`src/hdl/bres_pkg.sv`:
```
// Shared types, constants and helper functions of the wrapped line rasterizer.
// Depends on nothing; every other file of the block uses it.
`default_nettype none

package bres_pkg;

  localparam int unsigned COORD_WIDTH_DEF = 14;
  localparam int unsigned CFG_W           = 13;
  localparam int unsigned PIX_W           = 12;
  localparam int unsigned COLOR_W         = 32;
  localparam int unsigned OUT_TDATA_W     = 2 * PIX_W + COLOR_W;

  localparam logic [CFG_W-1:0] VIEW_MAX     = 13'd4096;
  localparam logic [CFG_W-1:0] VIEW_W_RESET = 13'd640;
  localparam logic [CFG_W-1:0] VIEW_H_RESET = 13'd480;

  typedef enum logic {
    OP_START = 1'b0,
    OP_STEP  = 1'b1
  } opcode_e;

  typedef enum logic {
    REG_VIEW_WIDTH  = 1'b0,
    REG_VIEW_HEIGHT = 1'b1
  } reg_idx_e;

  typedef struct packed {
    logic load_line;
    logic emit;
    logic wrap_start;
  } ctrl_cmd_t;

  typedef struct packed {
    logic line_active;
    logic wrap_stale;
    logic wrap_done;
    logic out_free;
  } dp_status_t;

  // A size of zero acts as one, and anything above the maximum acts as the maximum.
  function automatic logic [CFG_W-1:0] view_size(input logic [CFG_W-1:0] v);
    logic [CFG_W-1:0] r;
    if (v == '0) begin
      r = {{(CFG_W-1){1'b0}}, 1'b1};
    end else if (v > VIEW_MAX) begin
      r = VIEW_MAX;
    end else begin
      r = v;
    end
    return r;
  endfunction

  // Moves a wrapped coordinate by one in either direction, or holds it.
  function automatic logic [PIX_W-1:0] wrap_step(input logic [PIX_W-1:0] cur,
                                                 input logic [CFG_W-1:0] size,
                                                 input logic inc,
                                                 input logic dec);
    logic [CFG_W-1:0] top;
    logic [PIX_W-1:0] r;
    top = size - {{(CFG_W-1){1'b0}}, 1'b1};
    if (inc) begin
      r = ({1'b0, cur} == top) ? '0 : cur + {{(PIX_W-1){1'b0}}, 1'b1};
    end else if (dec) begin
      r = (cur == '0) ? top[PIX_W-1:0] : cur - {{(PIX_W-1){1'b0}}, 1'b1};
    end else begin
      r = cur;
    end
    return r;
  endfunction

endpackage

`default_nettype wire

```
`src/hdl/bres_mod.sv`:
```
// Iterative floored modulo of a signed coordinate by the view size, one bit per cycle.
// Depends on bres_pkg.
`default_nettype none

module bres_mod #(
  parameter int unsigned CoordW = bres_pkg::COORD_WIDTH_DEF
) (
  input  wire logic                           clk_i,
  input  wire logic                           rst_ni,
  input  wire logic                           start_i,
  input  wire logic signed [CoordW-1:0]       value_i,
  input  wire logic [bres_pkg::CFG_W-1:0]     size_i,
  output logic                                done_o,
  output logic [bres_pkg::PIX_W-1:0]          rem_o
);

  localparam int unsigned CntW = $clog2(CoordW + 1);

  logic                          busy_q;
  logic                          done_q;
  logic [CntW-1:0]               cnt_q;
  logic [CoordW-1:0]             mag_q;
  logic                          neg_q;
  logic [bres_pkg::PIX_W-1:0]    rem_q;
  logic [bres_pkg::PIX_W-1:0]    rem_d;
  logic [bres_pkg::CFG_W-1:0]    trial;
  logic [bres_pkg::CFG_W-1:0]    trial_sub;
  logic [bres_pkg::CFG_W-1:0]    flip;
  logic [CoordW-1:0]             mag_start;

  assign mag_start = value_i[CoordW-1] ? (~value_i + {{(CoordW-1){1'b0}}, 1'b1}) : value_i;
  assign trial     = {rem_q, mag_q[CoordW-1]};
  assign trial_sub = trial - size_i;
  assign rem_d     = (trial >= size_i) ? trial_sub[bres_pkg::PIX_W-1:0]
                                       : trial[bres_pkg::PIX_W-1:0];
  assign flip      = size_i - {1'b0, rem_q};

  always_ff @(posedge clk_i or negedge rst_ni) begin
    if (!rst_ni) begin
      busy_q <= 1'b0;
      done_q <= 1'b0;
      cnt_q  <= '0;
    end else begin
      done_q <= 1'b0;
      if (start_i) begin
        busy_q <= 1'b1;
        cnt_q  <= CntW'(CoordW);
      end else if (busy_q) begin
        cnt_q <= cnt_q - {{(CntW-1){1'b0}}, 1'b1};
        if (cnt_q == {{(CntW-1){1'b0}}, 1'b1}) begin
          busy_q <= 1'b0;
          done_q <= 1'b1;
        end
      end
    end
  end

  always_ff @(posedge clk_i) begin
    if (start_i) begin
      mag_q <= mag_start;
      neg_q <= value_i[CoordW-1];
      rem_q <= '0;
    end else if (busy_q) begin
      mag_q <= {mag_q[CoordW-2:0], 1'b0};
      rem_q <= rem_d;
    end
  end

  assign done_o = done_q;
  assign rem_o  = (neg_q && (rem_q != '0)) ? flip[bres_pkg::PIX_W-1:0] : rem_q;

endmodule

`default_nettype wire

```
`src/hdl/bres_dp.sv`:
```
// Datapath of the line rasterizer: line state, decision term, wrapped pixel position,
// view registers and output register. Depends on bres_pkg and bres_mod.
`default_nettype none

module bres_dp #(
  parameter int unsigned CoordW = bres_pkg::COORD_WIDTH_DEF
) (
  input  wire logic                             clk_i,
  input  wire logic                             rst_ni,
  input  wire bres_pkg::ctrl_cmd_t              cmd_i,
  output bres_pkg::dp_status_t                  status_o,
  input  wire logic                             cfg_valid_i,
  input  wire logic                             cfg_index_i,
  input  wire logic [bres_pkg::CFG_W-1:0]       cfg_data_i,
  input  wire logic signed [CoordW-1:0]         start_x_i,
  input  wire logic signed [CoordW-1:0]         start_y_i,
  input  wire logic signed [CoordW-1:0]         end_x_i,
  input  wire logic signed [CoordW-1:0]         end_y_i,
  input  wire logic [bres_pkg::COLOR_W-1:0]     line_color_i,
  input  wire logic                             out_ready_i,
  output logic                                  out_valid_o,
  output logic [bres_pkg::PIX_W-1:0]            pixel_x_o,
  output logic [bres_pkg::PIX_W-1:0]            pixel_y_o,
  output logic [bres_pkg::COLOR_W-1:0]          pixel_color_o,
  output logic                                  last_pixel_o
);

  localparam int unsigned DW = CoordW + 1;
  localparam int unsigned EW = CoordW + 3;

  logic [bres_pkg::CFG_W-1:0]   view_w_q, view_h_q, eff_w, eff_h;
  logic                         active_q, stale_q, steep_q, minor_neg_q;
  logic signed [CoordW-1:0]     major_q, end_q, minor_q;
  logic [CoordW-1:0]            majd_q, mind_q;
  logic signed [EW-1:0]         err_q;
  logic [bres_pkg::COLOR_W-1:0] color_q;
  logic [bres_pkg::PIX_W-1:0]   wx_q, wy_q, mod_x, mod_y;
  logic                         done_x, done_y;
  logic                         out_valid_q, out_last_q;
  logic [bres_pkg::PIX_W-1:0]   out_x_q, out_y_q;
  logic [bres_pkg::COLOR_W-1:0] out_color_q;

  // Start item setup.
  logic signed [DW-1:0]     dx, dy, ndx, ndy, dmaj, dmin, ndmin;
  logic [CoordW-1:0]        adx, ady, admin;
  logic                     steep_n, swap;
  logic signed [CoordW-1:0] a0, a1, b0, b1, maj_s, maj_e, min_s, min_e;
  logic signed [EW-1:0]     err0;

  // Step update.
  logic                     err_pos, minor_move, last;
  logic signed [EW-1:0]     inc_a, inc_b, err_next;
  logic signed [CoordW-1:0] raw_x, raw_y;
  logic signed [DW-1:0]     major_ext1, end_ext;
  logic                     x_inc, x_dec, y_inc, y_dec;

  assign eff_w = bres_pkg::view_size(view_w_q);
  assign eff_h = bres_pkg::view_size(view_h_q);

  always_comb begin
    dx      = $signed({end_x_i[CoordW-1], end_x_i}) - $signed({start_x_i[CoordW-1], start_x_i});
    dy      = $signed({end_y_i[CoordW-1], end_y_i}) - $signed({start_y_i[CoordW-1], start_y_i});
    ndx     = -dx;
    ndy     = -dy;
    adx     = dx[DW-1] ? ndx[CoordW-1:0] : dx[CoordW-1:0];
    ady     = dy[DW-1] ? ndy[CoordW-1:0] : dy[CoordW-1:0];
    steep_n = (ady >= adx);
    a0      = steep_n ? start_y_i : start_x_i;
    a1      = steep_n ? end_y_i   : end_x_i;
    b0      = steep_n ? start_x_i : start_y_i;
    b1      = steep_n ? end_x_i   : end_y_i;
    swap    = (a0 > a1);
    maj_s   = swap ? a1 : a0;
    maj_e   = swap ? a0 : a1;
    min_s   = swap ? b1 : b0;
    min_e   = swap ? b0 : b1;
    dmaj    = $signed({maj_e[CoordW-1], maj_e}) - $signed({maj_s[CoordW-1], maj_s});
    dmin    = $signed({min_e[CoordW-1], min_e}) - $signed({min_s[CoordW-1], min_s});
    ndmin   = -dmin;
    admin   = dmin[DW-1] ? ndmin[CoordW-1:0] : dmin[CoordW-1:0];
    err0    = $signed({2'b00, admin, 1'b0}) - $signed({3'b000, dmaj[CoordW-1:0]});
  end

  always_comb begin
    err_pos    = !err_q[EW-1] && (err_q != '0);
    inc_b      = $signed({2'b00, mind_q, 1'b0});
    inc_a      = inc_b - $signed({2'b00, majd_q, 1'b0});
    err_next   = err_q + (err_pos ? inc_a : inc_b);
    minor_move = err_pos;
    major_ext1 = $signed({major_q[CoordW-1], major_q}) + $signed({{(DW-1){1'b0}}, 1'b1});
    end_ext    = $signed({end_q[CoordW-1], end_q});
    last       = (major_ext1 >= end_ext);
    raw_x      = steep_q ? minor_q : major_q;
    raw_y      = steep_q ? major_q : minor_q;
    x_inc      = steep_q ? (minor_move && !minor_neg_q) : 1'b1;
    x_dec      = steep_q ? (minor_move && minor_neg_q)  : 1'b0;
    y_inc      = steep_q ? 1'b1 : (minor_move && !minor_neg_q);
    y_dec      = steep_q ? 1'b0 : (minor_move && minor_neg_q);
  end

  bres_mod #(.CoordW(CoordW)) u_mod_x (
    .clk_i   (clk_i),
    .rst_ni  (rst_ni),
    .start_i (cmd_i.wrap_start),
    .value_i (raw_x),
    .size_i  (eff_w),
    .done_o  (done_x),
    .rem_o   (mod_x)
  );

  bres_mod #(.CoordW(CoordW)) u_mod_y (
    .clk_i   (clk_i),
    .rst_ni  (rst_ni),
    .start_i (cmd_i.wrap_start),
    .value_i (raw_y),
    .size_i  (eff_h),
    .done_o  (done_y),
    .rem_o   (mod_y)
  );

  always_ff @(posedge clk_i or negedge rst_ni) begin
    if (!rst_ni) begin
      view_w_q    <= bres_pkg::VIEW_W_RESET;
      view_h_q    <= bres_pkg::VIEW_H_RESET;
      active_q    <= 1'b0;
      stale_q     <= 1'b1;
      out_valid_q <= 1'b0;
    end else begin
      if (cfg_valid_i) begin
        case (bres_pkg::reg_idx_e'(cfg_index_i))
          bres_pkg::REG_VIEW_WIDTH:  view_w_q <= cfg_data_i;
          bres_pkg::REG_VIEW_HEIGHT: view_h_q <= cfg_data_i;
          default: ;
        endcase
      end
      if (cmd_i.load_line) begin
        active_q <= (maj_s != maj_e);
      end else if (cmd_i.emit && last) begin
        active_q <= 1'b0;
      end
      if (cfg_valid_i || cmd_i.load_line) begin
        stale_q <= 1'b1;
      end else if (done_x && done_y) begin
        stale_q <= 1'b0;
      end
      if (cmd_i.emit) begin
        out_valid_q <= 1'b1;
      end else if (out_ready_i) begin
        out_valid_q <= 1'b0;
      end
    end
  end

  always_ff @(posedge clk_i) begin
    if (cmd_i.load_line) begin
      steep_q     <= steep_n;
      major_q     <= maj_s;
      end_q       <= maj_e;
      minor_q     <= min_s;
      minor_neg_q <= dmin[DW-1];
      majd_q      <= dmaj[CoordW-1:0];
      mind_q      <= admin;
      err_q       <= err0;
      color_q     <= line_color_i;
    end else if (cmd_i.emit) begin
      major_q <= major_q + $signed({{(CoordW-1){1'b0}}, 1'b1});
      if (minor_move) begin
        minor_q <= minor_neg_q ? minor_q - $signed({{(CoordW-1){1'b0}}, 1'b1})
                               : minor_q + $signed({{(CoordW-1){1'b0}}, 1'b1});
      end
      err_q <= err_next;
    end
    if (done_x && done_y) begin
      wx_q <= mod_x;
      wy_q <= mod_y;
    end else if (cmd_i.emit) begin
      wx_q <= bres_pkg::wrap_step(wx_q, eff_w, x_inc, x_dec);
      wy_q <= bres_pkg::wrap_step(wy_q, eff_h, y_inc, y_dec);
    end
    if (cmd_i.emit) begin
      out_x_q     <= wx_q;
      out_y_q     <= wy_q;
      out_color_q <= color_q;
      out_last_q  <= last;
    end
  end

  assign status_o.line_active = active_q;
  assign status_o.wrap_stale  = stale_q;
  assign status_o.wrap_done   = done_x && done_y;
  assign status_o.out_free    = !out_valid_q || out_ready_i;

  assign out_valid_o   = out_valid_q;
  assign pixel_x_o     = out_x_q;
  assign pixel_y_o     = out_y_q;
  assign pixel_color_o = out_color_q;
  assign last_pixel_o  = out_last_q;

endmodule

`default_nettype wire

```
`src/hdl/bres_ctrl.sv`:
```
// Controller state machine of the line rasterizer: accepts items and sequences
// the wrap unit and the pixel output. Depends on bres_pkg.
`default_nettype none

module bres_ctrl (
  input  wire logic                 clk_i,
  input  wire logic                 rst_ni,
  input  wire logic                 in_valid_i,
  input  wire bres_pkg::opcode_e    opcode_i,
  output logic                      in_ready_o,
  input  wire bres_pkg::dp_status_t status_i,
  output bres_pkg::ctrl_cmd_t       cmd_o
);

  typedef enum logic [2:0] {
    ST_IDLE = 3'b001,
    ST_WRAP = 3'b010,
    ST_EMIT = 3'b100
  } state_e;

  state_e state_q, state_d;

  always_comb begin
    state_d    = state_q;
    cmd_o      = '0;
    in_ready_o = 1'b0;
    case (state_q)
      ST_IDLE: begin
        in_ready_o = status_i.out_free;
        if (in_valid_i && status_i.out_free) begin
          if (opcode_i == bres_pkg::OP_START) begin
            cmd_o.load_line = 1'b1;
          end else if (status_i.line_active) begin
            if (status_i.wrap_stale) begin
              cmd_o.wrap_start = 1'b1;
              state_d          = ST_WRAP;
            end else begin
              cmd_o.emit = 1'b1;
            end
          end
        end
      end
      ST_WRAP: begin
        if (status_i.wrap_done) begin
          state_d = ST_EMIT;
        end
      end
      ST_EMIT: begin
        if (status_i.out_free) begin
          cmd_o.emit = 1'b1;
          state_d    = ST_IDLE;
        end
      end
      default: begin
        state_d = ST_IDLE;
      end
    endcase
  end

  always_ff @(posedge clk_i or negedge rst_ni) begin
    if (!rst_ni) begin
      state_q <= ST_IDLE;
    end else begin
      state_q <= state_d;
    end
  end

endmodule

`default_nettype wire

```
`src/hdl/bresenham_line_wrapped.sv`:
```
// Top level of the wrapped Bresenham line rasterizer; depends on bres_pkg, bres_ctrl, bres_dp.
// A start item emits nothing. A step item has its pixel on the output in the cycle after its
// transfer, a pixel per cycle while the wrapped position is current and the output is free.
// After a start item or a view write, the next step first runs the bit-serial modulo, and its
// pixel is registered once the modulo ends and the output is free. Reset: asynchronous, active
// low; the line is idle, the view is 640 by 480 and the output register is empty.
`default_nettype none

module bresenham_line_wrapped #(
  parameter int unsigned COORD_WIDTH = bres_pkg::COORD_WIDTH_DEF
) (
  input  wire logic                                  clk_i,
  input  wire logic                                  rst_ni,
  input  wire logic                                  s_axis_tvalid,
  output logic                                       s_axis_tready,
  // Fields from bit 0 up: start_x, start_y, end_x, end_y, line_color, zero fill.
  input  wire logic [((4*COORD_WIDTH+bres_pkg::COLOR_W+7)/8)*8-1:0] s_axis_tdata,
  // Fields from bit 0 up: opcode.
  input  wire logic                                  s_axis_tuser,
  output logic                                       m_axis_tvalid,
  input  wire logic                                  m_axis_tready,
  // Fields from bit 0 up: pixel_x, pixel_y, pixel_color.
  output logic [bres_pkg::OUT_TDATA_W-1:0]           m_axis_tdata,
  output logic                                       m_axis_tlast,
  input  wire logic                                  cfg_valid_i,
  output logic                                       cfg_ready_o,
  input  wire logic                                  cfg_index_i,
  input  wire logic [bres_pkg::CFG_W-1:0]            cfg_data_i
);

  localparam int unsigned CW = COORD_WIDTH;

  bres_pkg::ctrl_cmd_t           cmd;
  bres_pkg::dp_status_t          status;
  logic [bres_pkg::PIX_W-1:0]    pixel_x, pixel_y;
  logic [bres_pkg::COLOR_W-1:0]  pixel_color;

  bres_ctrl u_ctrl (
    .clk_i      (clk_i),
    .rst_ni     (rst_ni),
    .in_valid_i (s_axis_tvalid),
    .opcode_i   (bres_pkg::opcode_e'(s_axis_tuser)),
    .in_ready_o (s_axis_tready),
    .status_i   (status),
    .cmd_o      (cmd)
  );

  bres_dp #(.CoordW(CW)) u_dp (
    .clk_i         (clk_i),
    .rst_ni        (rst_ni),
    .cmd_i         (cmd),
    .status_o      (status),
    .cfg_valid_i   (cfg_valid_i),
    .cfg_index_i   (cfg_index_i),
    .cfg_data_i    (cfg_data_i),
    .start_x_i     ($signed(s_axis_tdata[CW-1:0])),
    .start_y_i     ($signed(s_axis_tdata[2*CW-1:CW])),
    .end_x_i       ($signed(s_axis_tdata[3*CW-1:2*CW])),
    .end_y_i       ($signed(s_axis_tdata[4*CW-1:3*CW])),
    .line_color_i  (s_axis_tdata[4*CW+bres_pkg::COLOR_W-1:4*CW]),
    .out_ready_i   (m_axis_tready),
    .out_valid_o   (m_axis_tvalid),
    .pixel_x_o     (pixel_x),
    .pixel_y_o     (pixel_y),
    .pixel_color_o (pixel_color),
    .last_pixel_o  (m_axis_tlast)
  );

  assign m_axis_tdata = {pixel_color, pixel_y, pixel_x};
  assign cfg_ready_o  = 1'b1;

endmodule

`default_nettype wire

```
`config.mk`:
```
export PLATFORM = sky130hd
export DESIGN_NAME = bresenham_line_wrapped
export DESIGN_NICKNAME = d
export VERILOG_FILES = /design/src/hdl/bres_pkg.sv /design/src/hdl/bres_mod.sv /design/src/hdl/bres_dp.sv /design/src/hdl/bres_ctrl.sv /design/src/hdl/bresenham_line_wrapped.sv
export SDC_FILE = /design/constraint.sdc
export NUM_CORES = 1
export LEC_CHECK = 0
export BUFFER_PORTS_ARGS = -buffer_cell sky130_fd_sc_hd__buf_4
export CAP_MARGIN = 10
export CELL_PAD_IN_SITES_DETAIL_PLACEMENT = 2
export CELL_PAD_IN_SITES_GLOBAL_PLACEMENT = 2
export CORE_MARGIN = 3
export CORE_UTILIZATION = 39
export DETAILED_ROUTE_END_ITERATION = 8
export PLACE_DENSITY_LB_ADDON = 0.08
export SLEW_MARGIN = 30
export SYNTH_ARGS = -nofsm -noshare
export SYNTH_HDL_FRONTEND = slang
export SYNTH_SLANG_ARGS = --single-unit
```
`constraint.sdc`:
```
create_clock -name clk_i -period 5.6 [get_ports clk_i]
set_clock_uncertainty 0.2 [all_clocks]
set_input_delay 0.56 -clock clk_i [delete_from_list [all_inputs] [get_ports clk_i]]
set_output_delay 0.56 -clock clk_i [all_outputs]
set_load 0.1 [all_outputs]
```
==> reports/qor.yml, run 1 <==
timing:
  worstEndpointGrtRepair: "u_dp.err_q[12]$_DFFE_PP_/D"
  worst_endpoint_kind: "register input"
placement:
  place_ws_ps: -7665
  io_buffers: 166
  place_inst: 4191
  gp_congestion: 0.9542
  hpwl_um: 82990
die:
  rows: 91
  die_h_um: 257.7
  start_util_pct: 39.74
  io_pins: 168
  die_w_um: 257.7
clocking:
  htreeDepth: 2
  cts_made_buffers: 38
  cts.path.max_buffers: 3
  root_buffer: "clkbuf_16"
  cts.sinks: 300
synth:
  synth_edf_count: 232
  ys_seq_elements: 300
  synth_area_um2: 24700
  synthFlopType: "edfxtp_1"
  synthArstFlopShare_pct: 14.67
  ys_seq_area_share_pct: 34.64
  syn_area_per_cell_um2: 8.602
  netlist.area_leader.share_pct: 28.20
  ys_top_cells_by_area: "edfxtp_1 28%, ha_1 10%, xnor2_1 6.1%"
  syn_inst: 2872
  yosys_warnings: 0
  synth_cell_type_count: 96
  syn_nets: 3191
  yosysTopAreaCell: "edfxtp_1"
grt:
  gr-usage-all-layers_pct: 73.26
  antenna_found_initial: 3
  grt_overflow: 239
  grt_max_degree: 77
status:
  lastStage: "global routing (5_1_grt)"
  firstError: "[ERROR GRT-0232] Routing congestion too high. Check the congestion heatmap in the GUI."
  status: "did not finish"
==> kinds of logic after synthesis <==
| family | share of synthesized area, % |
|---|---|
| buffers and inverters | 5.449 |
| muxes | 4.163 |
| DFF | 34.64 |
| and+or+nand+nor | 16.98 |
| adders and majority gates | 11.31 |
| other | 0.01518 |
| AOI/OAI and AO/OA | 17.80 |
| xor gates and xnor gates | 9.638 |
==> routing by layer <==
metal	overflow	GRT usage, %
met3	9	50.31
met1	0	71.53
met5	0	6.433
met2	119	94.05
met4	111	84.89
==> repair_timing <==
item	4_1_cts
setup buffers	83
endpoints found under the hold margin	68
hold buffers	33
setup endpoints to repair	90
gates cloned	2
resized for setup	227
pin swaps	107
==> Yosys cell counts (all sizes together) (26+ instances only) <==
library cell and instances:
nand3 58, xnor2 173, edfxtp 232, mux2 32, nor3 51, a31oi 26, a21boi 34, dfrtp 36
nand2b 44, buf 33, inv 222, a21oi 229, xor2 98, nor2 270, o21ai 244, nor2b 46
nand2 318, mux2i 66, clkbuf 89, a21o 29, ha 200
==> metrics by stage <==
step	setup TNS [ps]	hold slack, ps	area (um2)
floorplan	-300670	64.41	25180
global placement	-302940	201.2	30210
detailed placement	-370100	205.1	30230
CTS	-265180	13.69	33400
==> run 2, diff against run 1 <==
--- a/config.mk
+++ b/config.mk
@@ -7,12 +7,10 @@
 export LEC_CHECK = 0
 export BUFFER_PORTS_ARGS = -buffer_cell sky130_fd_sc_hd__buf_4
 export CAP_MARGIN = 10
-export CELL_PAD_IN_SITES_DETAIL_PLACEMENT = 2
-export CELL_PAD_IN_SITES_GLOBAL_PLACEMENT = 2
 export CORE_MARGIN = 3
-export CORE_UTILIZATION = 39
+export CORE_UTILIZATION = 40
 export DETAILED_ROUTE_END_ITERATION = 8
-export PLACE_DENSITY_LB_ADDON = 0.08
+export PLACE_DENSITY_LB_ADDON = 0.15
 export SLEW_MARGIN = 30
 export SYNTH_ARGS = -nofsm -noshare
 export SYNTH_HDL_FRONTEND = slang
==> run 2 against run 1 <==
The flow now finishes, with violations (negative setup slack). Area after synthesis unchanged. Synthesized cell count unchanged.
==> reports/qor.yml, run 2 <==
clocking:
  root_buffer: "clkbuf_16"
  clk_pin_slew_ps: 60
  cts_tree: "yes"
  insertion_delay_ps: 580
  cts.path.max_buffers: 3
  cts.sinks: 300
  htreeDepth: 1
  cts_made_buffers: 31
setup_path:
  cp_top_family: "compound AO/OA/AOI/OAI gates"
  worst_path_most_repeated_cell: "o21a_1"
  crit_type: "input port to flip-flop"
  worstPathMaxFanout: 6
  worstPathArrival_ps: 11490
  cp_slowest_cell: "or4_4"
  endpoint_kind: "flip-flop"
  max_stage_delay_ps: 540
  path_buf_inv: 10
  crit_required_ps: 5720
  cp-start-kind: "input port"
die:
  core-area_um2: 60700
  die_area_um2: 64780
  io_pins: 168
  rows: 90
  start_util_pct: 40.70
  die_w_um: 254.5
  die_h_um: 254.5
finish:
  synthToLayoutAreaGrowth_pct: 36.94
  finish.net_count: 3826
  fillers: 5406
  regArea_um2: 8558
  layout_common_cells: "611 x buf_4, 303 x nand2_1, 245 x nor2_1"
  multi_input_area_um2: 16460
  layout_commonest_cell: "buf_4"
  drive_gt1_share_pct: 30.49
synth:
  ys_top_cells_by_area: "edfxtp_1 28%, ha_1 10%, xnor2_1 6.1%"
  yosysTopAreaCell: "edfxtp_1"
  syn_nets: 3191
  synth.top_cells.by_count: "317 x nand2_1, 268 x nor2_1, 235 x o21ai_0, 232 x edfxtp_1, 227 x a21oi_1"
  syn_inst: 2872
  ys_seq_area_share_pct: 34.64
  syn_area_per_cell_um2: 8.602
  synth.most_common_cell: "nand2_1"
  synth_cell_type_count: 96
  synthArstFlopShare_pct: 14.67
  ys_seq_elements: 300
  yosys_warnings: 0
  synth_edf_count: 232
  synthFlopType: "edfxtp_1"
  netlist.area_leader.share_pct: 28.20
  synth_area_um2: 24700
flow_run:
  cap_violations: 0
min_path:
  hold_class: "input port to flip-flop"
timing:
  rsz0062_at_grt: "true"
  min_period_ps: 11370
  final-setup-viol-count: 87
  setup_slack_ps: -5771
  maxSlewHeadroom_pct: 36.88
  whs_ps: 36.09
  timing.final.crit_share_pct: 203.1
  max_freq_mhz: 87.94
  worst_pin_slew_ps: 946.9
  final-max-slew-violation-count: 0
  hold_violations: 0
drt:
  viasPerCell: 5.318
  routedWlPerCell_um: 18.23
  drc: 0
  postRouteAntennaNets: 0
  dr.pass1.iters: 9
  drt_wl_total_um: 78680
  drt_iter0_markers: 1388
  vias: 22950
grt:
  grt_pass1_vias: 22750
  gr-usage-all-layers_pct: 23.55
  grt_overflow: 0
  grt_max_degree: 81
  antenna_found_initial: 1
  grt_pass1_wl_um: 122300
status:
  status: "finished, violations left"
  violations: "negative setup slack"
placement:
  place_ws_ps: -6693
  hpwl_um: 60690
  io_buffers: 166
  gp_congestion: 0.9636
[run 2: final timing paths]
check	cells after the start	slack [ps]	startpoint	end
min	2	40	cfg_data_i[3]	u_dp.view_w_q[3]
max in group asynchronous	2	4460	rst_ni	u_dp.view_h_q[12]
max	62	-5770	s_axis_tdata[15]	u_dp.err_q[13]
max reg2reg	20	440	u_dp.err_q[2]	u_dp.err_q[15]
min reg2reg	0	220	u_dp.color_q[20]	u_dp.pixel_color_o[20]
min in group asynchronous	2	320	rst_ni	u_ctrl.state_q[1]
[run 2: cell families after synthesis]
family                   synth area share, %
AO/OA/AOI/OAI                          17.80
XOR/XNOR                               9.638
adder cells (fa/ha/maj)                11.31
buffers and inverters                  5.449
flip-flops                             34.64
multiplexers                           4.163
other                                0.01518
AND/OR/NAND/NOR                        16.98
[run 2: what timing repair did]
item | 4_1_cts | 5_1_grt
resized for setup | 191 | 180
endpoints found under the hold margin | 79 | 0
pin swaps | 79 | 140
endpoints found under the setup margin | 88 | 89
hold buffers | 40 | 0
gates cloned | 3 | 1
setup buffers | 57 | 48
[run 2: routing by layer]
metal | vias up | part of all wire [%] | GRT usage (%)
li1 | 11380 | - | -
met1 | 10950 | 43 | 30.17
met2 | 504 | 50 | 42.27
met3 | 119 | 3.9 | 1.927
met4 | 0 | 3.1 | 7.208
met5 | - | 0 | 0
[run 2: final cells by class]
type / count / area share, %
antenna: 1 / 0.007397
clock buffer: 35 / 2.397
clock inverter: 23 / 0.6953
inverter: 226 / 2.578
multi-input combinational: 2226 / 48.67
sequential: 300 / 25.30
tap: 782 / 2.892
timing repair buffer: 722 / 17.46
[run 2: worst register-to-register path, stage by stage, from the launching register on]
cell      delay, ps
edfxtp_1        440
nor4_1          550
a41o_1          480
buf_4           210
o21ai_0          80
ha_1            210
fa_1            420
a21oi_1         150
nor2_1           50
nor2_1          160
o21bai_1        100
a21oi_1         250
o21bai_1        110
a21oi_1         260
o21bai_1        100
a21oi_1         240
o21ai_0         190
a21o_1          210
a21oi_1         170
xor2_1          190
o211ai_1        100
[run 2: stage by stage]
stage                     cell area, um2  util [%]  TNS [ps]  std cells
after floorplan                    25180         -   -300670       2872
after global placement             30070     49.54   -306100       4133
after detailed placement           30080     49.55   -327890       4133
after CTS                          32760     53.97   -235630       4286
after global routing               33830     55.74   -283990       4315
final                              33830     55.74   -241740       4315
Power of run 2 is not shown: default switching activity piles up to over one toggle a cycle in this logic, so the estimate is an artifact.
